File: config.mk
export PLATFORM = sky130hd
export DESIGN_NAME = cbd_ram_clear
export DESIGN_NICKNAME = d
export VERILOG_FILES = /design/src/rtl/cbd_ram_clear.sv
export SDC_FILE = /design/constraint.sdc
export NUM_CORES = 1
export LEC_CHECK = 0
export BUFFER_PORTS_ARGS = -buffer_cell sky130_fd_sc_hd__buf_4
export CORE_MARGIN = 3
export CORE_UTILIZATION = 44
export CTS_CLUSTER_DIAMETER = 80
export DETAILED_ROUTE_END_ITERATION = 10
export PLACE_DENSITY = 0.68
export RECOVER_POWER = 50
export SLEW_MARGIN = 20
export SYNTH_ARGS = -nofsm -noshare
export SYNTH_HDL_FRONTEND = slang
export SYNTH_SLANG_ARGS = --single-unit
File: constraint.sdc
create_clock -name clk_i -period 1.81 [get_ports clk_i]
set_input_delay 0.0905 -clock clk_i [delete_from_list [all_inputs] [get_ports clk_i]]
set_output_delay 0.0905 -clock clk_i [all_outputs]
set_load 0.005 [all_outputs]
File: src/rtl/cbd_ram_clear.sv
// sweep that zeroes the work ram after reset
module cbd_ram_clear #(
  parameter int unsigned Depth = 2048
) (
  input  logic                     clk_i,
  input  logic                     rst_ni,
  output logic                     busy_o,
  output logic [$clog2(Depth)-1:0] addr_o
);

  localparam int unsigned AddrW = $clog2(Depth);
  localparam logic [AddrW-1:0] LastAddr = AddrW'(Depth - 1);

  logic             busy_q, busy_d;
  logic [AddrW-1:0] addr_q, addr_d;

  always_comb begin
    busy_d = busy_q;
    addr_d = addr_q;
    if (busy_q) begin
      if (addr_q == LastAddr) begin
        busy_d = 1'b0;
      end else begin
        addr_d = addr_q + AddrW'(1);
      end
    end
  end

  always_ff @(posedge clk_i or negedge rst_ni) begin
    if (!rst_ni) begin
      busy_q <= 1'b1;
      addr_q <= '0;
    end else begin
      busy_q <= busy_d;
      addr_q <= addr_d;
    end
  end

  assign busy_o = busy_q;
  assign addr_o = addr_q;

endmodule

# Word-level counts from Yosys, hierarchy flattened
# Cells that the tools add are included.
# totals
output_inout_bits	12
inputBits	2
word_cells	8
regBits	12
# op_classes
mux	2
n_eq_ne	1
n_reduce_logical	1
n_bitwise	1
add_sub_neg	1
# ops
cell	count
adder 11 x 1 -> 11 bit, second input constant	1
== test 11 bit, second input constant	1
2-to-1 mux 1 bit	2
AND reduction 2 bit	1
NOT 1 bit	1

# Depth between registers and ports, before layout
# depth
depth_word	3
depth_mapped	5

# Worst setup path before layout
# OpenSTA, ideal clock, no wires.
# synth_timing
path_kind	flip-flop to flip-flop
from	register addr_q[0] (netlist: addr_o[0])
to	register addr_q[1] (netlist: addr_o[1])
t_arrival_ps	1301
setup_ps	125
synth_period_minus_slack_ps	1426
stages_incl_launch_ff	6
slack_ps	384
required_ps	1685
n_path_buf	0
cell_sequence	dfrtp_1 ha_1 and2_2 nand4_4 nand2_4 mux2_4
# synth_via
elab_chain_len	3
# synth_lines
item	line	text
start, declared	15	logic [AddrW-1:0] addr_q, addr_d;
start signal, assigned	35	addr_q <= addr_d;
branches (longest 3 deep; another with adder 11 x 1 -> 11 bit)	-	
# Parallel ways; which one is timed is not known.
# A chain may end at the register's enable or synchronous reset.

# Final worst setup path
# Same ends and word-level chain as after synthesis.

==> flow_metrics.tcl <==
set metrics [dict create \
    drive_above_1_share_pct 38.2 \
    synth_area_leaders "dfrtp_1 (48%), xnor2_1 (6.0%), nand2_1 (5.2%), dfstp_2 (4.5%), a21oi_1 (4.3%)" \
    worstMarginPinSlew_ns 0.661 \
    status "completed" \
    postRouteAntennaNets 0 \
    fin_crit_ns 1.48 \
    htreeDepth 1 \
    crit_required_ns 1.97 \
    final_hold_viol_count 0 \
    power_density_nw_per_um2 668 \
    clock.fmax_mhz 674 \
    synth.top_cell.area_share_pct 47.5 \
    fin_util_pct 62.9 \
    met1_usage_pct 19.0 \
    ys_types 22 \
    synth_seq_cells 12 \
    drt-total-wl_um 1100 \
    hp-class "in -> async" \
    initial_utilization_pct 49.5 \
    cp_num_buf_inv 0 \
    maxSlewHeadroom_pct 55.9 \
    synth.area.mux_share_pct 4.54 \
    drv_cap 0 \
    synth-edff-count 0 \
    portBuffers 13 \
    synth_top_family_by_area "simple AND/OR/NAND/NOR gates" \
    grt_max_degree 13 \
    cts_tree "built" \
    finalCritPeriodShare_pct 82.0 \
    yosys.area.top_type "dfrtp_1" \
    slowest_delay_ns 0.42 \
    drt_iter0_markers 5 \
    synth.yosys.seq_area_share_pct 52.1 \
    cts_setup_buffers 0 \
    cts-buffers-inserted 3 \
    die_h_um 42.3 \
    holdWs_ns 0.355 \
    wl_per_cell_um 13.4 \
    grt_usage_pct 13.8 \
    nets 72 \
    diodes 0 \
    dp_hpwl_um 810 \
    detail_route.first_pass.iterations 4 \
    synthArstFlopShare_pct 100 \
    seq_area_sq_um 302 \
    synth-compound-area-share_pct 6.91 \
    cp_cell_sequence "ha_1, and2_2, nand4_4, nand2_4, mux2_4" \
    overflow 0 \
    syn_to_final_growth_pct 27.2 \
    synthTopCellsByCount "dfrtp_1 (11), nand2_1 (8), a21oi_1 (5)" \
    rsz0062_at_grt "false" \
    grtUsageMet2_pct 20.4 \
    synthXorXnorAreaFrac_pct 7.56 \
    io_pins 14 \
    multi_input_area_sq_um 274 \
    syn_nets 53 \
    clock_sinks 12 \
    synthSimpleGateAreaFrac_pct 26.1 \
    cp-start-kind "register" \
    ys_warn_count 0 \
    vias 428 \
    cts_root_buf "clkbuf_4" \
    criticalPathCategory "reg -> reg" \
    fill_cells 106 \
    cts_hold_buffers 1 \
    place.gp.congestion 0.666 \
    leakage_nw 0.378 \
    synth-adder-area-share_pct 2.16 \
    cts_max_path_buffers 2 \
    ctsResizeCount 0 \
    rows 12 \
    drc 0 \
    setup_viol 0 \
    r2r_start "addr_o[0]" \
    crit_fanout 5 \
    antenna_found_initial 0 \
    dieArea_sq_um 1790 \
    syn_area_sq_um 579 \
    avgSynthCellArea_sq_um 11.6 \
    top_usage_layer "met2" \
    ys.flop_type "dfrtp_1" \
    irDropWorstVdd_mv 0.394 \
    synthCells 50 \
    yosysMostFrequentCell "dfrtp_1" \
    crit_path_top_delay_cell "dfrtp_1" \
    core_sq_um 1170 \
    grt_pass1_wl_um 1870 \
    drv_slew 0 \
    grt_pass1_vias 420 \
    use_met3_pct 2.58 \
    setup_tns_ns 0 \
    via_per_inst 5.22 \
    die_x_um 42.3 \
    worstPathArrival_ns 1.64 \
    critPathCaptureType "register" \
    crit_family "flip-flops" \
    clk_latency_ns 0.27 \
    cp-startpoint "addr_o[0]" \
    clkSlewWorstSetupHoldPaths_ns 0.08 \
    skew_ns 0.00206 \
]
[cells in the final DEF, fill, tap and decap left out]
cell type,n
and4_1,1
nand4_4,1
and3_1,2
clkbuf_1,1
ha_1,1
xnor2_1,4
inv_1,1
clkbuf_4,9
nor3b_2,1
nand2_4,1
and4_4,1
o21a_1,1
dfstp_2,1
mux2_4,1
nand4_1,1
nand3_1,3
buf_4,6
dfrtp_1,11
nand2_1,8
a21oi_1,5
mux2_2,1
and2_2,2
clkbuf_8,1
and3_2,1
o21bai_1,1
xor2_1,1
dlygate4sd3_1,1
[area by class of cell]
class / count / area share (%)
flip-flops and latches: 12 / 40.9
multi-input cells: 37 / 37.2
repair buffers: 14 / 14.1
clock buffers: 4 / 4.92
well taps: 14 / 2.38
inverters: 1 / 0.509
[kinds of logic after synthesis]
| group | after synthesis |
|---|---|
| and+or+nand+nor | 22 |
| DFF | 12 |
| AOI/OAI and AO/OA | 7 |
| xor gates and xnor gates | 5 |
| muxes | 2 |
| buffers and inverters | 1 |
| adders and majority gates | 1 |
[path summary, 6_finish.rpt]
path | depth (start not counted) | slack, ns | end
worst max-delay path | 5 | 0.33 | addr_o[1]
worst min-delay path | 2 | 0.35 | addr_o[9]
worst min register to register | 1 | 0.51 | addr_o[6]
max in group asynchronous | 2 | 1.03 | addr_o[2]
worst max register to register | 5 | 0.33 | addr_o[1]
min in group clk_i | 1 | 0.51 | addr_o[6]
[metal layers]
layer / vias up / routed length [um]
li1: 210 / -
met1: 202 / 505
met2: 16 / 524
met3: 0 / 65
met4: 0 / 0
met5: - / 0
[report_power, final]
part	internal [mW]	leakage [nW]	switching (mW)	total (mW)
clock network	0.122	0.0210	0.0949	0.217
logic	0.00187	0.193	0.00536	0.00723
registers	0.268	0.164	0	0.268
[worst reg2reg max path, delay by kind of cell, from the launching register on]
family	cells	cell delay, ns
muxes	1	0.30
and+or+nand+nor	3	0.42
DFF	1	0.42
adders and majority gates	1	0.23
[per-stage QoR]
stage	worst slack (ns)	cells	power (mW)	cell area, sq um
floorplan	0.384	50	0.273	579
global placement	0.376	77	0.280	694
detailed placement	0.336	77	0.280	694
CTS	0.321	82	0.499	741
global route	0.261	82	0.508	737
finish	0.326	82	0.492	737
[flip-flops by register name (all words and copies together) (netlist names)]
| name | cells |
|---|---|
| addr_o | 11 |
| busy_o | 1 |
No activity file was read; power rests on OpenSTA's default activity.
