--- src/rtl/cbd_pkg.sv ---
// shared types, constants and codes of the console cpu bus decoder
package cbd_pkg;

  localparam int unsigned RAM_BYTES_DEF  = 2048;
  localparam int unsigned DMA_LENGTH_DEF = 256;

  localparam logic [15:0] ADDR_RAM_LAST   = 16'h1FFF;
  localparam logic [15:0] ADDR_VIDEO_LAST = 16'h3FFF;
  localparam logic [15:0] ADDR_DMA_REG    = 16'h4014;
  localparam logic [15:0] ADDR_JOYPAD_0   = 16'h4016;
  localparam logic [15:0] ADDR_JOYPAD_1   = 16'h4017;
  localparam logic [15:0] ADDR_CART_BASE  = 16'h8000;

  // ram index helper splits the low 13 address bits at this point
  localparam int unsigned RAM_ADDR_BITS = 13;
  localparam int unsigned QTAB_LOW_BITS = 5;

  typedef enum logic [1:0] {
    FUNC_READ  = 2'd0,
    FUNC_WRITE = 2'd1,
    FUNC_DMA   = 2'd2,
    FUNC_NMI   = 2'd3
  } func_e;

  typedef enum logic [2:0] {
    TGT_RAM      = 3'd0,
    TGT_VIDEO    = 3'd1,
    TGT_DMA      = 3'd2,
    TGT_JOYPAD   = 3'd3,
    TGT_CART     = 3'd4,
    TGT_UNMAPPED = 3'd5
  } target_e;

  typedef struct packed {
    func_e       func;
    logic [15:0] address;
    logic [7:0]  write_data;
    logic        nmi_level;
  } in_t;

  typedef struct packed {
    target_e     target;
    logic [14:0] target_offset;
    logic [7:0]  read_data;
    logic        dma_busy;
    logic [7:0]  oam_index;
    logic        nmi_pending;
    logic        bad_access;
  } out_t;

  // decode of one bus access
  typedef struct packed {
    target_e     target;
    logic [14:0] offset;
    logic        bad;
    logic        ram_hit;
    logic        dma_hit;
  } dec_t;

endpackage

--- src/rtl/cbd_addr_decode.sv ---
// address decode of one bus access, with the mirrored ram index
module cbd_addr_decode #(
  parameter int unsigned RamBytes = cbd_pkg::RAM_BYTES_DEF
) (
  input  logic [15:0]                 addr_i,
  input  logic                        wr_i,
  output cbd_pkg::dec_t               dec_o,
  output logic [$clog2(RamBytes)-1:0] ram_idx_o
);
  import cbd_pkg::*;

  localparam int unsigned IdxW   = $clog2(RamBytes);
  localparam int unsigned QW     = 5;
  localparam int unsigned TabLen = 2 ** (RAM_ADDR_BITS - QTAB_LOW_BITS);
  localparam logic [RAM_ADDR_BITS:0] RamBytesW = (RAM_ADDR_BITS + 1)'(RamBytes);

  // quotient estimate from the upper address bits, low by at most one
  logic [QW-1:0] qtab [TabLen];
  for (genvar g = 0; g < TabLen; g++) begin : g_qtab
    assign qtab[g] = QW'((g * (2 ** QTAB_LOW_BITS)) / RamBytes);
  end

  logic [RAM_ADDR_BITS-1:0] low_addr;
  logic [QW-1:0]            q_est;
  logic [RAM_ADDR_BITS:0]   rem0;
  logic [RAM_ADDR_BITS:0]   rem1;

  always_comb begin
    low_addr  = addr_i[RAM_ADDR_BITS-1:0];
    q_est     = qtab[low_addr[RAM_ADDR_BITS-1:QTAB_LOW_BITS]];
    rem0      = {1'b0, low_addr} - ((RAM_ADDR_BITS + 1)'(q_est) * RamBytesW);
    rem1      = (rem0 >= RamBytesW) ? (rem0 - RamBytesW) : rem0;
    ram_idx_o = rem1[IdxW-1:0];
  end

  always_comb begin
    dec_o         = '0;
    dec_o.target  = TGT_UNMAPPED;
    dec_o.offset  = addr_i[14:0];
    if (addr_i <= ADDR_RAM_LAST) begin
      dec_o.target  = TGT_RAM;
      dec_o.offset  = 15'(ram_idx_o);
      dec_o.ram_hit = 1'b1;
    end else if (addr_i <= ADDR_VIDEO_LAST) begin
      dec_o.target = TGT_VIDEO;
    end else if (addr_i == ADDR_DMA_REG) begin
      dec_o.target  = TGT_DMA;
      dec_o.dma_hit = 1'b1;
      dec_o.bad     = !wr_i;
    end else if (addr_i == ADDR_JOYPAD_0 || addr_i == ADDR_JOYPAD_1) begin
      dec_o.target = TGT_JOYPAD;
    end else if (addr_i >= ADDR_CART_BASE) begin
      // cartridge offset is address minus the base, i.e. the low 15 bits
      dec_o.target = TGT_CART;
    end else begin
      dec_o.bad = 1'b1;
    end
  end

endmodule
--- config.mk ---
export PLATFORM = sky130hd
export DESIGN_NAME = cbd_addr_decode
export DESIGN_NICKNAME = d
export VERILOG_FILES = /design/src/rtl/cbd_pkg.sv /design/src/rtl/cbd_addr_decode.sv
export SDC_FILE = /design/constraint.sdc
export NUM_CORES = 1
export LEC_CHECK = 0
export BUFFER_PORTS_ARGS = -buffer_cell sky130_fd_sc_hd__buf_2
export CAP_MARGIN = 10
export CORE_AREA = 2 2 39 41
export DETAILED_ROUTE_END_ITERATION = 6
export DIE_AREA = 0 0 41 43
export PLACE_DENSITY = 0.67
export SLEW_MARGIN = 5
export SYNTH_ARGS = -nofsm -noshare
export SYNTH_HDL_FRONTEND = slang
export SYNTH_SLANG_ARGS = --single-unit
--- constraint.sdc ---
create_clock -name vclk -period 2.1
set_input_delay 0.315 -clock vclk [all_inputs]
set_output_delay 0.315 -clock vclk [all_outputs]
set_load 0.02 [all_outputs]
==> Word level (Yosys, flattened, before mapping) <==
Memories as Yosys holds them, arrays and structs flattened.
Index checks and enable logic that the tools add are counted.
{ "op_classes": {"add_sub_neg": 2, "order_cmp": 5, "eq_ne": 3, "n_mux": 18, "n_bitwise": 1, "n_reduce_logical": 2} }
{ "ops": {"columns": ["op", "count"], "rows": [
  ["equality test 16 x 15 -> 1 bit (second input constant)", 3],
  ["two-way mux 3 bit", 6],
  [">= comparator 16 bit (second input constant)", 1],
  ["<= comparator 16 x 13 -> 1 bit (second input constant)", 1],
  ["<= comparator 16 x 14 -> 1 bit (second input constant)", 1],
  ["two-way mux 15 bit", 1],
  [">= comparator 14 x 12 -> 1 bit (second input constant)", 1],
  ["subtractor 13 x 14 -> 14 bit", 1],
  ["two-way mux 11 bit", 1],
  ["subtractor 11 x 1 -> 11 bit (second input constant)", 1],
  ["two-way mux 1 bit", 10],
  [">= comparator 9 bit (second input constant)", 1],
  ["inverter 8 -> 9 bit", 1],
  ["zero test 1 bit", 1],
  ["logical OR 1 bit", 1]
]} }
{ "totals": {"ff_bits": 0, "romBits": 1280, "input_bits": 17, "out_inout_bits": 32, "elab_cells": 32, "n_memories": 1} }
{ "mem_list": {"columns": ["name", "words", "word_bits", "rd", "rd_clocked_by_memory_dff", "wr", "line", "rtl"], "rows": [
  ["(no name shown)", 256, 5, 1, 0, 0, "cbd_addr_decode.sv:30", "q_est = qtab[low_addr[RAM_ADDR_BITS-1:QTAB_LOW_BITS]];"]
]} }

==> Logic depth before layout (Yosys ltp) <==
Gate-level depths: netlist (run 1).
{ "logic_depth": {"ltp_word": 8, "mapped_depth": 4} }

==> Least setup slack after synthesis (run 1) <==
OpenSTA, ideal clock, no wires.
{ "synth_timing": {"kind": "input -> output", "from": "input addr_i[9]", "to": "output dec_o[2] in the netlist's numbering", "arrival_time_ns": 1.972, "required_ns": 1.785, "setup_slack_ns": -0.187, "stages": 4, "cell_sequence": "or4_1 or4_4 nor2_1 o2bb2ai_1"} }
{ "synth_rtl": {"columns": ["item", "line", "rtl"], "rows": [
  ["from (decl)", "cbd_addr_decode.sv:5", "input logic [15:0] addr_i,"],
  ["to (decl)", "cbd_addr_decode.sv:7", "output cbd_pkg::dec_t dec_o,"]
]} }

==> reports/qor.yml, run 1 <==
finalHoldViolCount: 0
synth.avg_cell_area_sq_um: 7.141
initial_core_util: 0.2116
flops_and_latches: 0
crit_fanout: 3
violations: "setup timing"
worst_pin_slew_ns: 0.3871
portBuffers: 49
drive_gt1_frac: 0.8356
final_nets: 92
worstSetupStartpointType: "primary input"
finalSetupViolCount: 5
min_period_over_period: 1.048
ios: 49
vias: 360
ys_seq_area_frac: 0
synth_cell_types: 12
fill_cells: 145
drc: 0
syn_nets: 58
drt_iter0_drc: 0
min_period_ns: 2.201
min_path_type: "in -> out"
overflow: 0
grt_pass1_vias: 268
grt_max_degree: 5
final_cell_mix: "buf_2 (45), buf_4 (8), nor2b_1 (3), buf_6 (3)"
ir_drop_v: 0.00008172
rsz0062_at_grt: "yes"
grt_first_pass_wirelength_microns: 1062
avgViaCountPerCell: 4.045
diodes: 0
grt_usage: 0.08208
cellPowerDensity_mw_per_mm2: 236.9
die-area_sq_mm: 0.001763
drv_slew: 0
max_cap_violations: 0
rows: 14
synth_area_sq_um: 292.8
max_freq_mhz: 454.3
cp.required_ns: 1.78
leakagePower_uw: 0.0002846
syn_inst: 41
outcome: "finished with violations"
worstPathArrival_ns: 1.89
layout_setup_ws_ns: -0.1010
wl_microns: 782
dr.pass1.iters: 1
wl_per_cell_microns: 8.787
die_w_microns: 41
path_class: "in -> out"
fp.dieH_microns: 43
ctsHoldBuffers: 0
clockBufferCount: 0
final_common_cell: "buf_2"
antenna_found_initial: 0
max-slew-margin-rel: 0.7400
seq_area_sq_um: 0
place.gp.congestion: 0.6191
design_power_total_uw: 111.8
endpoint_kind: "output port"
dp_hpwl_microns: 752.5
yosys_warnings: 0
antenna_left: 0
place_inst: 88
area_growth_pct: 61.11
core_sq_mm: 0.001384
final_util: 0.3409
layoutNonFillerInstCount: 89
==> per-layer routing <==
metal  track usage  wire, microns  part of all wire
met1       0.08917            264              0.34
met2        0.1656            399              0.51
met3      0.005236            118              0.15
met4             0              0                 0
met5             0              0                 0
==> worst max-delay path: stages <==
cell and delay, ns:
buf_6 0.09, or4_4 0.52, or4_4 0.52, nor3_4 0.18, o2bb2ai_2 0.13, buf_6 0.13
==> area by class of cell <==
type,count,area (sq um),area share
inverter,1,3.754,0.007958
multi-input combinational,16,128.9,0.2732
tap,16,20.02,0.04244
timing repair buffer,56,319.1,0.6764
==> kinds of logic after synthesis <==
| kind of cell | after synthesis | share of synthesized area |
|---|---|---|
| buffers and inverters | 25 | 0.6026 |
| AND/OR/NAND/NOR | 15 | 0.3675 |
| AO/OA/AOI/OAI | 1 | 0.02992 |
==> stage by stage <==
stage | hold slack (ns) | TNS, ns | setup slack [ns] | cell area, sq um
global placement | 0.8696 | -0.4322 | -0.1491 | 439.2
detailed placement | 0.8727 | -0.5154 | -0.1720 | 439.2
CTS | 0.8729 | -0.4247 | -0.1228 | 471.7
floorplan | 0.7187 | -0.06345 | -0.03034 | 301.5
global route | 0.8785 | -0.7967 | -0.1983 | 471.7
finish | 0.8716 | -0.3283 | -0.1010 | 471.7
==> path summary, 6_finish.rpt <==
kind	start	end	depth (start not counted)
worst min-delay path	addr_i[5]	dec_o[8]	2
worst max-delay path	addr_i[9]	dec_o[2]	6
==> where the power goes <==
group          internal (uW)  switching, uW  leakage [uW]
Combinational           45.7           66.1      0.000285
Sequential                 0              0             0
Clock                      0              0             0
Total                   45.7           66.1      0.000285
==> cells in the mapped netlist <==
cell type / instances / share of area
nor3_4: 1 / 0.056
or4_1: 3 / 0.077
nor3_1: 2 / 0.034
o2bb2ai_1: 1 / 0.030
nor2b_1: 3 / 0.064
buf_4: 22 / 0.56
or4bb_1: 1 / 0.038
or4_4: 1 / 0.038
inv_1: 1 / 0.013
clkbuf_1: 2 / 0.026
nand2b_1: 1 / 0.021
nor2_1: 3 / 0.038
==> timing repair <==
item	in CTS	in global routing
endpoints found under the setup margin	5	5
gates resized for setup	7	0
pin swaps	1	0
buffers inserted	1	0
Power figures use the tool's default switching activity.
==> inputs of run 2 (changes only) <==
--- a/config.mk
+++ b/config.mk
@@ -11,6 +11,7 @@
 export DETAILED_ROUTE_END_ITERATION = 6
 export DIE_AREA = 0 0 41 43
 export PLACE_DENSITY = 0.67
+export RECOVER_POWER = 50
 export SLEW_MARGIN = 5
 export SYNTH_ARGS = -nofsm -noshare
 export SYNTH_HDL_FRONTEND = slang
==> reports/qor.yml, run 2 (same netlist as run 1, synthesis figures left out) <==
grt_pass1_vias: 268
worstSetupStartpointType: "primary input"
grt_first_pass_wirelength_microns: 1062
core_sq_mm: 0.001384
min_path_type: "in -> out"
area_growth_pct: 55.56
drive_gt1_frac: 0.6575
rsz0062_at_grt: "yes"
drv_slew: 0
die_w_microns: 41
dr.pass1.iters: 2
wl_microns: 787
portBuffers: 49
cp.required_ns: 1.78
final_common_cell: "buf_2"
max_cap_violations: 0
endpoint_kind: "output port"
clockBufferCount: 0
avgViaCountPerCell: 4.045
worst_pin_slew_ns: 0.3871
min_period_over_period: 1.048
diodes: 0
seq_area_sq_um: 0
violations: "setup timing"
ios: 49
worstPathArrival_ns: 1.89
final_util: 0.3291
wl_per_cell_microns: 8.843
place.gp.congestion: 0.6191
min_period_ns: 2.201
outcome: "finished with violations"
layout_setup_ws_ns: -0.1010
drc: 0
dp_hpwl_microns: 752.5
ir_drop_v: 0.00008028
antenna_left: 0
finalHoldViolCount: 0
die-area_sq_mm: 0.001763
grt_max_degree: 5
drt_iter0_drc: 1
leakagePower_uw: 0.0002488
flops_and_latches: 0
antenna_found_initial: 0
whs_path_depth: 2
cellPowerDensity_mw_per_mm2: 238.3
stdcell_area_sq_um: 455.4
max_freq_mhz: 454.3
crit_fanout: 3
fp.dieH_microns: 43
initial_core_util: 0.2116
final_nets: 92
final_cell_mix: "buf_2 (32), clkbuf_1 (13), buf_4 (8)"
finalSetupViolCount: 5
dpl_cell_area_sq_um: 439.2
max-slew-margin-rel: 0.7400
vias: 360
rows: 14
grt_usage: 0.08208
fill_cells: 151
multi_input_area_sq_um: 128.9
path_class: "in -> out"
overflow: 0
run 2: changes by cell type in the layout (fill, tap and decap cells not counted):
cell / before / now
buf_2: 45 / 32
clkbuf_1: 0 / 13
run 2: metrics by stage:
stage	worst slack, ns	hold WS, ns	total power [uW]	setup TNS [ns]	cells
2_1_floorplan	-0.03034	0.7187	83.41	-0.06345	41
5_1_grt	-0.1983	0.9017	116.9	-0.7967	89
3_3_place_gp	-0.1491	0.8696	108.5	-0.4322	88
6_report	-0.1010	0.8948	108.5	-0.3284	89
4_1_cts	-0.1228	0.8729	113.6	-0.4247	89
3_5_place_dp	-0.1720	0.8727	110.2	-0.5154	88
run 2: worst paths after layout:
check                  from       end  slack [ns]
setup / recovery  addr_i[9]  dec_o[2]       -0.10
hold / removal    addr_i[1]  dec_o[4]        0.89
run 2: area by class of cell:
type,count,share of cell area
Timing Repair Buffer,56,0.6648
Tap cell,16,0.04396
Inverter,1,0.008242
Multi-Input combinational cell,16,0.2830
run 2: what timing repair did:
action | in CTS | in global routing
buffers inserted | 1 | 0
gates resized for setup | 7 | 0
gates cloned | 0 | 0
endpoints found under the setup margin | 5 | 5
pin swaps | 1 | 0
hold buffers | 0 | 0
run 2: worst max-delay path, cell delays in order:
cell	delay, ns
buf_6	0.09
or4_4	0.52
or4_4	0.52
nor3_4	0.18
o2bb2ai_2	0.13
buf_6	0.13
run 2: metal layers:
metal / track usage / part of all wire
met1: 0.08917 / 0.32
met2: 0.1656 / 0.51
met3: 0.005236 / 0.17
met4: 0 / 0
met5: 0 / 0
run 2: power breakdown:
| part | leakage [uW] | total [uW] | internal [uW] | switching, uW |
|---|---|---|---|---|
| clock | 0 | 0 | 0 | 0 |
| combinational | 0.000249 | 109 | 42.0 | 66.5 |
| sequential | 0 | 0 | 0 | 0 |
| total | 0.000249 | 109 | 42.0 | 66.5 |
==> inputs of run 3 (changes only) <==
--- a/config.mk
+++ b/config.mk
@@ -7,10 +7,11 @@
 export LEC_CHECK = 0
 export BUFFER_PORTS_ARGS = -buffer_cell sky130_fd_sc_hd__buf_2
 export CAP_MARGIN = 10
-export CORE_AREA = 2 2 39 41
+export CELL_PAD_IN_SITES_DETAIL_PLACEMENT = 1
+export CELL_PAD_IN_SITES_GLOBAL_PLACEMENT = 2
+export CORE_UTILIZATION = 11
 export DETAILED_ROUTE_END_ITERATION = 6
-export DIE_AREA = 0 0 41 43
-export PLACE_DENSITY = 0.67
+export PLACE_DENSITY = 0.81
 export RECOVER_POWER = 50
 export SLEW_MARGIN = 5
 export SYNTH_ARGS = -nofsm -noshare
==> reports/qor.yml, run 3 (same netlist as run 1, synthesis figures left out) <==
rows: 18
rsz0062_at_grt: "yes"
dpl_cell_area_sq_um: 449.2
fp.dieH_microns: 53.59
max_cap_violations: 0
ir_drop_v: 0.00004718
multi_input_area_sq_um: 128.9
seq_area_sq_um: 0
crit_fanout: 3
max-slew-margin-rel: 0.6811
violations: "setup timing"
wl_per_cell_microns: 9.275
outcome: "finished with violations"
drv_slew: 0
max_freq_mhz: 450.1
grt_usage: 0.05556
timing.critical_path.slowest_cell_delay_ns: 0.53
endpoint: "dec_o[2]"
die_w_microns: 53.59
min_path_type: "in -> out"
avgViaCountPerCell: 3.745
vias: 382
diodes: 0
path_class: "in -> out"
cellPowerDensity_mw_per_mm2: 240.0
stdcell_area_sq_um: 459.2
drc: 0
path_cells: "buf_6 > or4_4 > or4_4 > nor3_4 > o2bb2ai_2 > buf_6"
worst_pin_slew_ns: 0.4747
ios: 49
place.gp.congestion: 0.6597
min_period_over_period: 1.058
portBuffers: 49
internal_power_uw: 42.19
fill_cells: 326
min_period_ns: 2.222
combPwrFrac: 1.000
core_sq_mm: 0.002500
pwr-share-seq: 0
pre_cts_ws_ns: -0.1856
drive_gt1_frac: 0.6528
area_growth_pct: 56.84
dp_hpwl_microns: 879.3
ctsHoldBuffers: 0
final_common_cell: "buf_2"
wl_microns: 946
worstSetupStartpointType: "primary input"
startpoint: "addr_i[9]"
worstPathArrival_ns: 1.91
slowest_stage: "or4_4"
sw_frac_of_total: 0.6172
endpoint_kind: "output port"
cp.required_ns: 1.78
power.switching_uw: 68.01
grt_max_degree: 5
die-area_sq_mm: 0.002872
drt_iter0_drc: 2
final_cell_mix: "buf_2 (33), clkbuf_1 (13), buf_4 (7)"
finalSetupViolCount: 5
antenna_found_initial: 0
initial_core_util: 0.1171
finalHoldViolCount: 0
grt_first_pass_wirelength_microns: 1228
power.clock.fraction: 0
dr.pass1.iters: 2
final_nets: 91
flops_and_latches: 0
leakagePower_uw: 0.0002422
clockBufferCount: 0
antenna_left: 0
grt_pass1_vias: 317
overflow: 0
layout_setup_ws_ns: -0.1216
## run 3: cell count changes in the layout (fill, tap and decap cells not counted)
| cell | delta |
|---|---|
| buf_4 | -1 |
| buf_2 | +1 |
| buf_6 | -1 |
## run 3: worst min-delay path by stage
| stage | slack (ns) | startpoint | cells past startpoint | to |
|---|---|---|---|---|
| floorplan | 0.72 | addr_i[15] | 1 | dec_o[18] |
| global placement | 0.88 | addr_i[8] | 2 | dec_o[11] |
| detailed placement | 0.88 | addr_i[8] | 2 | dec_o[11] |
| CTS | 0.88 | addr_i[8] | 2 | dec_o[11] |
| global route | 0.91 | addr_i[7] | 2 | dec_o[10] |
| finish | 0.88 | addr_i[3] | 2 | ram_idx_o[3] |
## run 3: area by class of cell
type               count  area share
repair buffers        55      0.6294
multi-input cells     16      0.2807
inverters              1    0.008174
well taps             30     0.08174
## run 3: timing repair
action,CTS,global route
endpoints found under the setup margin,5,5
setup buffers,0,1
resized for setup,4,1
pin swaps,1,1
## run 3: critical path: cells and delay by family
kind	cells	cell delay [ns]
simple gates	3	1.23
buf+inv	2	0.23
compound gates	1	0.14
## run 3: stage by stage
stage | instances | util | hold slack, ns | power, uW | TNS (ns)
finish | 102 | 0.1837 | 0.8839 | 110.2 | -0.3623
floorplan | 41 | - | 0.7187 | 83.41 | -0.06345
global placement | 101 | 0.1797 | 0.8756 | 108.4 | -0.3806
global route | 102 | 0.1837 | 0.9073 | 118.8 | -0.6049
detailed placement | 101 | 0.1797 | 0.8783 | 110.0 | -0.5868
CTS | 101 | 0.1862 | 0.8783 | 113.3 | -0.4430
## run 3: routing by layer
metal  GRT usage  vias up  wire, microns
met5           0        -              0
li1            -      176              -
met2      0.1292       32            525
met3           0        0            105
met1     0.05500      174            315
met4           0        0              0
## run 3: power groups by stage
stage          combinational, uW  sequential, uW  clock (uW)
2_1_floorplan               83.4               0           0
3_3_place_gp                 108               0           0
3_5_place_dp                 110               0           0
4_1_cts                      113               0           0
5_1_grt                      119               0           0
6_report                     110               0           0
